<file path="config.mk">
export PLATFORM = sky130hd
export DESIGN_NAME = pte_ctrl
export DESIGN_NICKNAME = d
export VERILOG_FILES = /design/src/hw/rtl/pte_pkg.sv /design/src/hw/rtl/pte_ctrl.sv
export SDC_FILE = /design/constraint.sdc
export NUM_CORES = 1
export LEC_CHECK = 0
export BUFFER_PORTS_ARGS = -buffer_cell sky130_fd_sc_hd__buf_2
export CORE_MARGIN = 2
export CORE_UTILIZATION = 58
export DETAILED_ROUTE_END_ITERATION = 10
export PLACE_DENSITY_LB_ADDON = 0.25
export SLEW_MARGIN = 20
export SYNTH_ARGS = -nofsm -noshare
export SYNTH_HDL_FRONTEND = slang
export SYNTH_SLANG_ARGS = --single-unit
</file>
<file path="constraint.sdc">
create_clock -name clk -period 4.8 [get_ports clk]
set_input_delay 1.44 -clock clk [delete_from_list [all_inputs] [get_ports clk]]
set_output_delay 1.44 -clock clk [all_outputs]
set_load 0.01 [all_outputs]
</file>
<file path="src/hw/rtl/pte_pkg.sv">
// ----------------------------------------------------------------------------
// pte_pkg
// Shared constants, command codes and controller/datapath structs for the
// path time interval estimator.
// ----------------------------------------------------------------------------
package pte_pkg;

  // path capacity and derived widths
  localparam int MAX_POINTS = 65536;
  localparam int CNT_W      = $clog2(MAX_POINTS + 1);
  localparam int BIDX_W     = $clog2(MAX_POINTS);

  // nearness window, Q16.16 meters
  localparam int NEAR_M = 1000;
  localparam int NEAR_W = 26;
  localparam int D2_W   = 2 * NEAR_W + 1;
  localparam logic [NEAR_W-1:0] NEAR_RAW = NEAR_W'(NEAR_M * 65536);
  localparam logic [D2_W-1:0]   NEAR_D2  =
    D2_W'(longint'(NEAR_RAW) * longint'(NEAR_RAW));

  // iterative unit sizes
  localparam int DIV_N  = 64;
  localparam int SQRT_N = 32;

  // configuration register indexes
  localparam int CFG_IDX_W = 3;
  localparam logic [CFG_IDX_W-1:0] REG_VEHICLE_X   = 3'd0;
  localparam logic [CFG_IDX_W-1:0] REG_VEHICLE_Y   = 3'd1;
  localparam logic [CFG_IDX_W-1:0] REG_START_SPEED = 3'd2;
  localparam logic [CFG_IDX_W-1:0] REG_END_SPEED   = 3'd3;
  localparam logic [CFG_IDX_W-1:0] REG_SPEED_LIMIT = 3'd4;
  localparam logic [CFG_IDX_W-1:0] REG_ACCEL_LIMIT = 3'd5;

  // datapath operations issued by the controller
  typedef enum logic [4:0] {
    OP_NONE,
    OP_LOAD,
    OP_SEG_MA,
    OP_SEG_MB,
    OP_SEG_SQ,
    OP_NEAR_A,
    OP_NEAR_B,
    OP_UPDATE,
    OP_DIST_SQ,
    OP_VM2,
    OP_V02,
    OP_V12,
    OP_TA,
    OP_TD,
    OP_DA,
    OP_DD,
    OP_CRUISE,
    OP_AD,
    OP_PEAK_SQ,
    OP_PEAK_DIV,
    OP_SEGS_DIV,
    OP_EMIT
  } op_t;

  typedef struct packed {
    op_t op;
  } cmd_t;

  typedef struct packed {
    logic in_valid;
    logic last;
    logic div_done;
    logic sqrt_done;
    logic need_time;
    logic speed_bad;
    logic cruise;
    logic out_free;
  } stat_t;

endpackage

</file>
<file path="src/hw/rtl/pte_ctrl.sv">
// ----------------------------------------------------------------------------
// pte_ctrl
// Sequencer: walks each point through segment length and nearness update,
// the last point also through distance and, if a time is due, speed profile timing.
// ----------------------------------------------------------------------------
module pte_ctrl (
  input  logic           clk,
  input  logic           rst,
  input  pte_pkg::stat_t stat,
  output pte_pkg::cmd_t  cmd
);

  typedef enum logic [21:0] {
    ST_IDLE     = 22'h000001,
    ST_SEG_MA   = 22'h000002,
    ST_SEG_MB   = 22'h000004,
    ST_SEG_SQ   = 22'h000008,
    ST_NEAR_A   = 22'h000010,
    ST_NEAR_B   = 22'h000020,
    ST_UPDATE   = 22'h000040,
    ST_DIST_SQ  = 22'h000080,
    ST_VM2      = 22'h000100,
    ST_V02      = 22'h000200,
    ST_V12      = 22'h000400,
    ST_TA       = 22'h000800,
    ST_TD       = 22'h001000,
    ST_DA       = 22'h002000,
    ST_DD       = 22'h004000,
    ST_PICK     = 22'h008000,
    ST_CRUISE   = 22'h010000,
    ST_AD       = 22'h020000,
    ST_PEAK_SQ  = 22'h040000,
    ST_PEAK_DIV = 22'h080000,
    ST_SEGS_DIV = 22'h100000,
    ST_EMIT     = 22'h200000
  } state_t;

  state_t state, state_next;

  // state register
  always_ff @(posedge clk) begin
    if (rst) begin
      state <= ST_IDLE;
    end else begin
      state <= state_next;
    end
  end

  // next state
  always_comb begin
    state_next = state;
    unique case (state)
      ST_IDLE:     if (stat.in_valid) state_next = ST_SEG_MA;
      ST_SEG_MA:   state_next = ST_SEG_MB;
      ST_SEG_MB:   state_next = ST_SEG_SQ;
      ST_SEG_SQ:   if (stat.sqrt_done) state_next = ST_NEAR_A;
      ST_NEAR_A:   state_next = ST_NEAR_B;
      ST_NEAR_B:   state_next = ST_UPDATE;
      ST_UPDATE:   state_next = stat.last ? ST_DIST_SQ : ST_IDLE;
      ST_DIST_SQ: begin
        if (stat.sqrt_done) begin
          state_next = (stat.need_time && !stat.speed_bad) ? ST_VM2 : ST_EMIT;
        end
      end
      ST_VM2:      state_next = ST_V02;
      ST_V02:      state_next = ST_V12;
      ST_V12:      state_next = ST_TA;
      ST_TA:       if (stat.div_done) state_next = ST_TD;
      ST_TD:       if (stat.div_done) state_next = ST_DA;
      ST_DA:       if (stat.div_done) state_next = ST_DD;
      ST_DD:       if (stat.div_done) state_next = ST_PICK;
      ST_PICK:     state_next = stat.cruise ? ST_CRUISE : ST_AD;
      ST_CRUISE:   if (stat.div_done) state_next = ST_SEGS_DIV;
      ST_AD:       state_next = ST_PEAK_SQ;
      ST_PEAK_SQ:  if (stat.sqrt_done) state_next = ST_PEAK_DIV;
      ST_PEAK_DIV: if (stat.div_done) state_next = ST_SEGS_DIV;
      ST_SEGS_DIV: if (stat.div_done) state_next = ST_EMIT;
      ST_EMIT:     if (stat.out_free) state_next = ST_IDLE;
      default:     state_next = ST_IDLE;
    endcase
  end

  // datapath command per state
  always_comb begin
    unique case (state)
      ST_IDLE:     cmd.op = pte_pkg::OP_LOAD;
      ST_SEG_MA:   cmd.op = pte_pkg::OP_SEG_MA;
      ST_SEG_MB:   cmd.op = pte_pkg::OP_SEG_MB;
      ST_SEG_SQ:   cmd.op = pte_pkg::OP_SEG_SQ;
      ST_NEAR_A:   cmd.op = pte_pkg::OP_NEAR_A;
      ST_NEAR_B:   cmd.op = pte_pkg::OP_NEAR_B;
      ST_UPDATE:   cmd.op = pte_pkg::OP_UPDATE;
      ST_DIST_SQ:  cmd.op = pte_pkg::OP_DIST_SQ;
      ST_VM2:      cmd.op = pte_pkg::OP_VM2;
      ST_V02:      cmd.op = pte_pkg::OP_V02;
      ST_V12:      cmd.op = pte_pkg::OP_V12;
      ST_TA:       cmd.op = pte_pkg::OP_TA;
      ST_TD:       cmd.op = pte_pkg::OP_TD;
      ST_DA:       cmd.op = pte_pkg::OP_DA;
      ST_DD:       cmd.op = pte_pkg::OP_DD;
      ST_PICK:     cmd.op = pte_pkg::OP_NONE;
      ST_CRUISE:   cmd.op = pte_pkg::OP_CRUISE;
      ST_AD:       cmd.op = pte_pkg::OP_AD;
      ST_PEAK_SQ:  cmd.op = pte_pkg::OP_PEAK_SQ;
      ST_PEAK_DIV: cmd.op = pte_pkg::OP_PEAK_DIV;
      ST_SEGS_DIV: cmd.op = pte_pkg::OP_SEGS_DIV;
      ST_EMIT:     cmd.op = pte_pkg::OP_EMIT;
      default:     cmd.op = pte_pkg::OP_NONE;
    endcase
  end

endmodule

</file>
==> flow_summary.toml <==
[floorplanning]
initial_utilization_pct = 61.56
die_area_sq_um = 3081
chipHeight_microns = 55.51
design.portCount = 15
die_x_microns = 55.51
floorplan.rows = 18
core_region_sq_um = 2500

[finish]
nFillCells = 229
finish.utilization_pct = 65.57
area_added_between_synthesis_and_finish_pct = 6.504
finalNetCount = 212
seqCellArea_sq_um = 440.4
registers_with_the_most_flip_flops = "state x22"
insertedDiodeCount = 0
largest_register_ffs = 22
max_flop_register = "state"
multi_input_area_sq_um = 1016
drive_above_1_share_pct = 16.92

[grt]
global_route.usage.total_pct = 28.53
grt_first_pass_wirelength_microns = 7176
via_count_of_the_first_global_routing_pass = 1529
grt_antenna_before_repair = 0
globalRoute.totalOverflow = 0
pin_count_of_the_biggest_net_entering_global_routing = 23

[cts]
post_cts.repair.setup_buffers = 0
cts_root_buffer = "sky130_fd_sc_hd__clkbuf_4"
post_cts_hold_buffer_count = 0
cts-buffers-inserted = 3
ctsLongestPathBuffers = 2
path_clk_slew_ns = 0.13
htree_num_levels = 1
cts_resized = 0
clock_sink_count = 22
tritoncts_clock_tree = "built"
clk-insertion-delay-late_ns = 0.32

[outcome]
outcome = "finished, final reports clean"

[worst_hold_path]
worst_hold_path_type = "flip-flop to flip-flop"

[timing]
fmaxAchievable_ghz = 0.2442
hold_viol_final = 0
worst-slew-pin-transition_ns = 0.7823
slew_violations = 0
final_count_of_negative_setup_slack_endpoints = 0
fin_skew_ns = 0.003422
post-route-period-util_pct = 85.31
totalNegativeSetupSlack_ns = 0
grt_setup_unrepaired = "no"
slew-limit-headroom_pct = 47.16
final.min_clock_period_ns = 4.095

[routing]
postRouteWirelength_microns = 4371
drtPass1Iterations = 7
drc_errors = 0
vias_per_cell = 7.216
num_vias = 1667
final_antenna_net_count = 0
iter_0_drt_violations = 100
routed_wire_length_per_instance_microns = 18.92

[logic_synthesis]
postSynth.topFlopCell = "sky130_fd_sc_hd__dfxtp_1"
synth-edff-count = 0
synthesis.area_per_instance_sq_um = 7.974
synth_top_cell_by_area = "sky130_fd_sc_hd__dfxtp_1"
synth_top_area_share_pct = 28.62
post_synth_num_cell_types = 51
synth-seq-cells = 22
yosys_warnings = 0
sequential_cell_area_fraction_in_the_yosys_report_pct = 28.62
synth.most_common_cell = "sky130_fd_sc_hd__dfxtp_1"
synth_area_sq_um = 1539
most_numerous_cell_types_in_the_synthesized_netlist = "sky130_fd_sc_hd__dfxtp_1 (22), sky130_fd_sc_hd__nor2_1 (16), sky130_fd_sc_hd__a21oi_1 (14), sky130_fd_sc_hd__nand3_1 (13), sky130_fd_sc_hd__nor3_1 (12)"
synth_cells = 193
postSynth.asyncResetShare_pct = 0
yosys-top-cells-area = "sky130_fd_sc_hd__dfxtp_1 (29%), sky130_fd_sc_hd__a21oi_1 (4.6%), sky130_fd_sc_hd__nor4b_1 (4.6%)"
syn-num-nets = 203

[power]
power_density_nw_per_um2 = 269.4
p_leak_uw = 0.0006021
vdd.ir_drop.worst_v = 0.0001770

[placed_design]
gp_congestion = 1.002
hpwlAfterDp_microns = 3179
numPortBuffers = 14

[setup_path]
cp-start-kind = "flip-flop"
worst-setup-path-type = "flip-flop to output pin"
worst_ep_arrival_ns = 2.65
path_max_fanout = 9
critical_path_required_ns = 3.36
endpoint_kind = "output pin"

[flow_run]
timing.max_cap.violations = 0
## area by class of cell
cell class	instances	share of cell area, %
inverter	4	0.9160
clock buffer	3	1.374
clock inverter	1	1.832
tap	30	2.290
timing repair buffer	15	4.733
multi-input combinational	156	61.98
sequential	22	26.87
## kinds of logic (layout without fill, tap and decap cells)
| logic type | Yosys count | count (layout) | share of synthesized area, % |
|---|---|---|---|
| AOI/OAI and AO/OA | 40 | 40 | 16.18 |
| xor gates and xnor gates | 7 | 7 | 3.984 |
| buffers and inverters | 15 | 23 | 5.366 |
| DFF | 22 | 22 | 28.62 |
| and+or+nand+nor | 109 | 109 | 45.86 |
## through the flow
step	cells	hold slack (ns)	total power [uW]	setup slack, ns	cell area (sq um)
global placement	227	0.5004	293.6	1.145	1587
finish	231	0.5387	441.5	0.7051	1639
global route	231	0.5705	457.0	0.4814	1639
floorplan	193	0.4716	268.1	1.400	1539
detailed placement	227	0.5169	295.3	1.124	1587
CTS	231	0.5347	438.6	0.7334	1639
## power breakdown
group          total [uW]  switching [uW]  leakage (uW)  internal, uW
Clock                 146            61.3     0.0000279          84.5
Sequential            190            3.68      0.000178           187
Combinational         105            69.3      0.000396          35.9
Total                 442             134      0.000602           307
## path summary, 6_finish.rpt
kind	start	endpoint	slack, ns	depth (start not counted)
setup / recovery	state[9]$_SDFFE_PP0P_	cmd[1]	0.71	7
hold reg to reg	state[1]$_SDFFE_PP0P_	state[2]$_SDFFE_PP0P_	0.54	2
hold / removal	state[1]$_SDFFE_PP0P_	state[2]$_SDFFE_PP0P_	0.54	2
setup reg to reg	state[4]$_SDFFE_PP0P_	state[21]$_SDFFE_PP0P_	2.02	6
## critical path, cell delays in order, from the launching register on
cell,delay [ns]
sky130_fd_sc_hd__dfxtp_1,0.43
sky130_fd_sc_hd__nor4_4,0.54
sky130_fd_sc_hd__nand2_1,0.12
sky130_fd_sc_hd__or3_1,0.44
sky130_fd_sc_hd__nor4b_1,0.41
sky130_fd_sc_hd__a311oi_1,0.12
sky130_fd_sc_hd__nand4bb_1,0.14
sky130_fd_sc_hd__buf_2,0.13
## layout by cell type, fill, tap and decap left out, types with 2 or more instances in the layout
cell,synthesis,final
sky130_fd_sc_hd__and4_1,2,2
sky130_fd_sc_hd__nor3_2,2,2
sky130_fd_sc_hd__dfxtp_1,22,22
sky130_fd_sc_hd__o21ai_0,4,4
sky130_fd_sc_hd__nor3b_1,3,3
sky130_fd_sc_hd__a21oi_1,14,14
sky130_fd_sc_hd__nand4b_1,3,3
sky130_fd_sc_hd__nand4_2,2,2
sky130_fd_sc_hd__and3_1,3,3
sky130_fd_sc_hd__nor2_1,16,16
sky130_fd_sc_hd__nor3_1,12,12
sky130_fd_sc_hd__nor4_2,3,3
sky130_fd_sc_hd__nand3b_1,3,3
sky130_fd_sc_hd__or3_1,2,2
sky130_fd_sc_hd__nand2_1,8,8
sky130_fd_sc_hd__buf_2,6,14
sky130_fd_sc_hd__nand2b_1,4,4
sky130_fd_sc_hd__nor4_1,8,8
sky130_fd_sc_hd__xnor2_1,4,4
sky130_fd_sc_hd__nand4_1,4,4
sky130_fd_sc_hd__nor4b_1,8,8
sky130_fd_sc_hd__inv_1,4,4
sky130_fd_sc_hd__xor2_1,3,3
sky130_fd_sc_hd__or4_1,2,2
sky130_fd_sc_hd__nand3_1,13,13
sky130_fd_sc_hd__clkbuf_4,0,3
sky130_fd_sc_hd__o21ai_1,11,11
## routing by layer
metal,track usage [%],share of wire (%)
met1,37.01,40
met2,45.75,47
met3,5.386,9.4
met4,12.89,3.3
met5,0,0
Note: power is estimated with default switching activity, not from simulation.
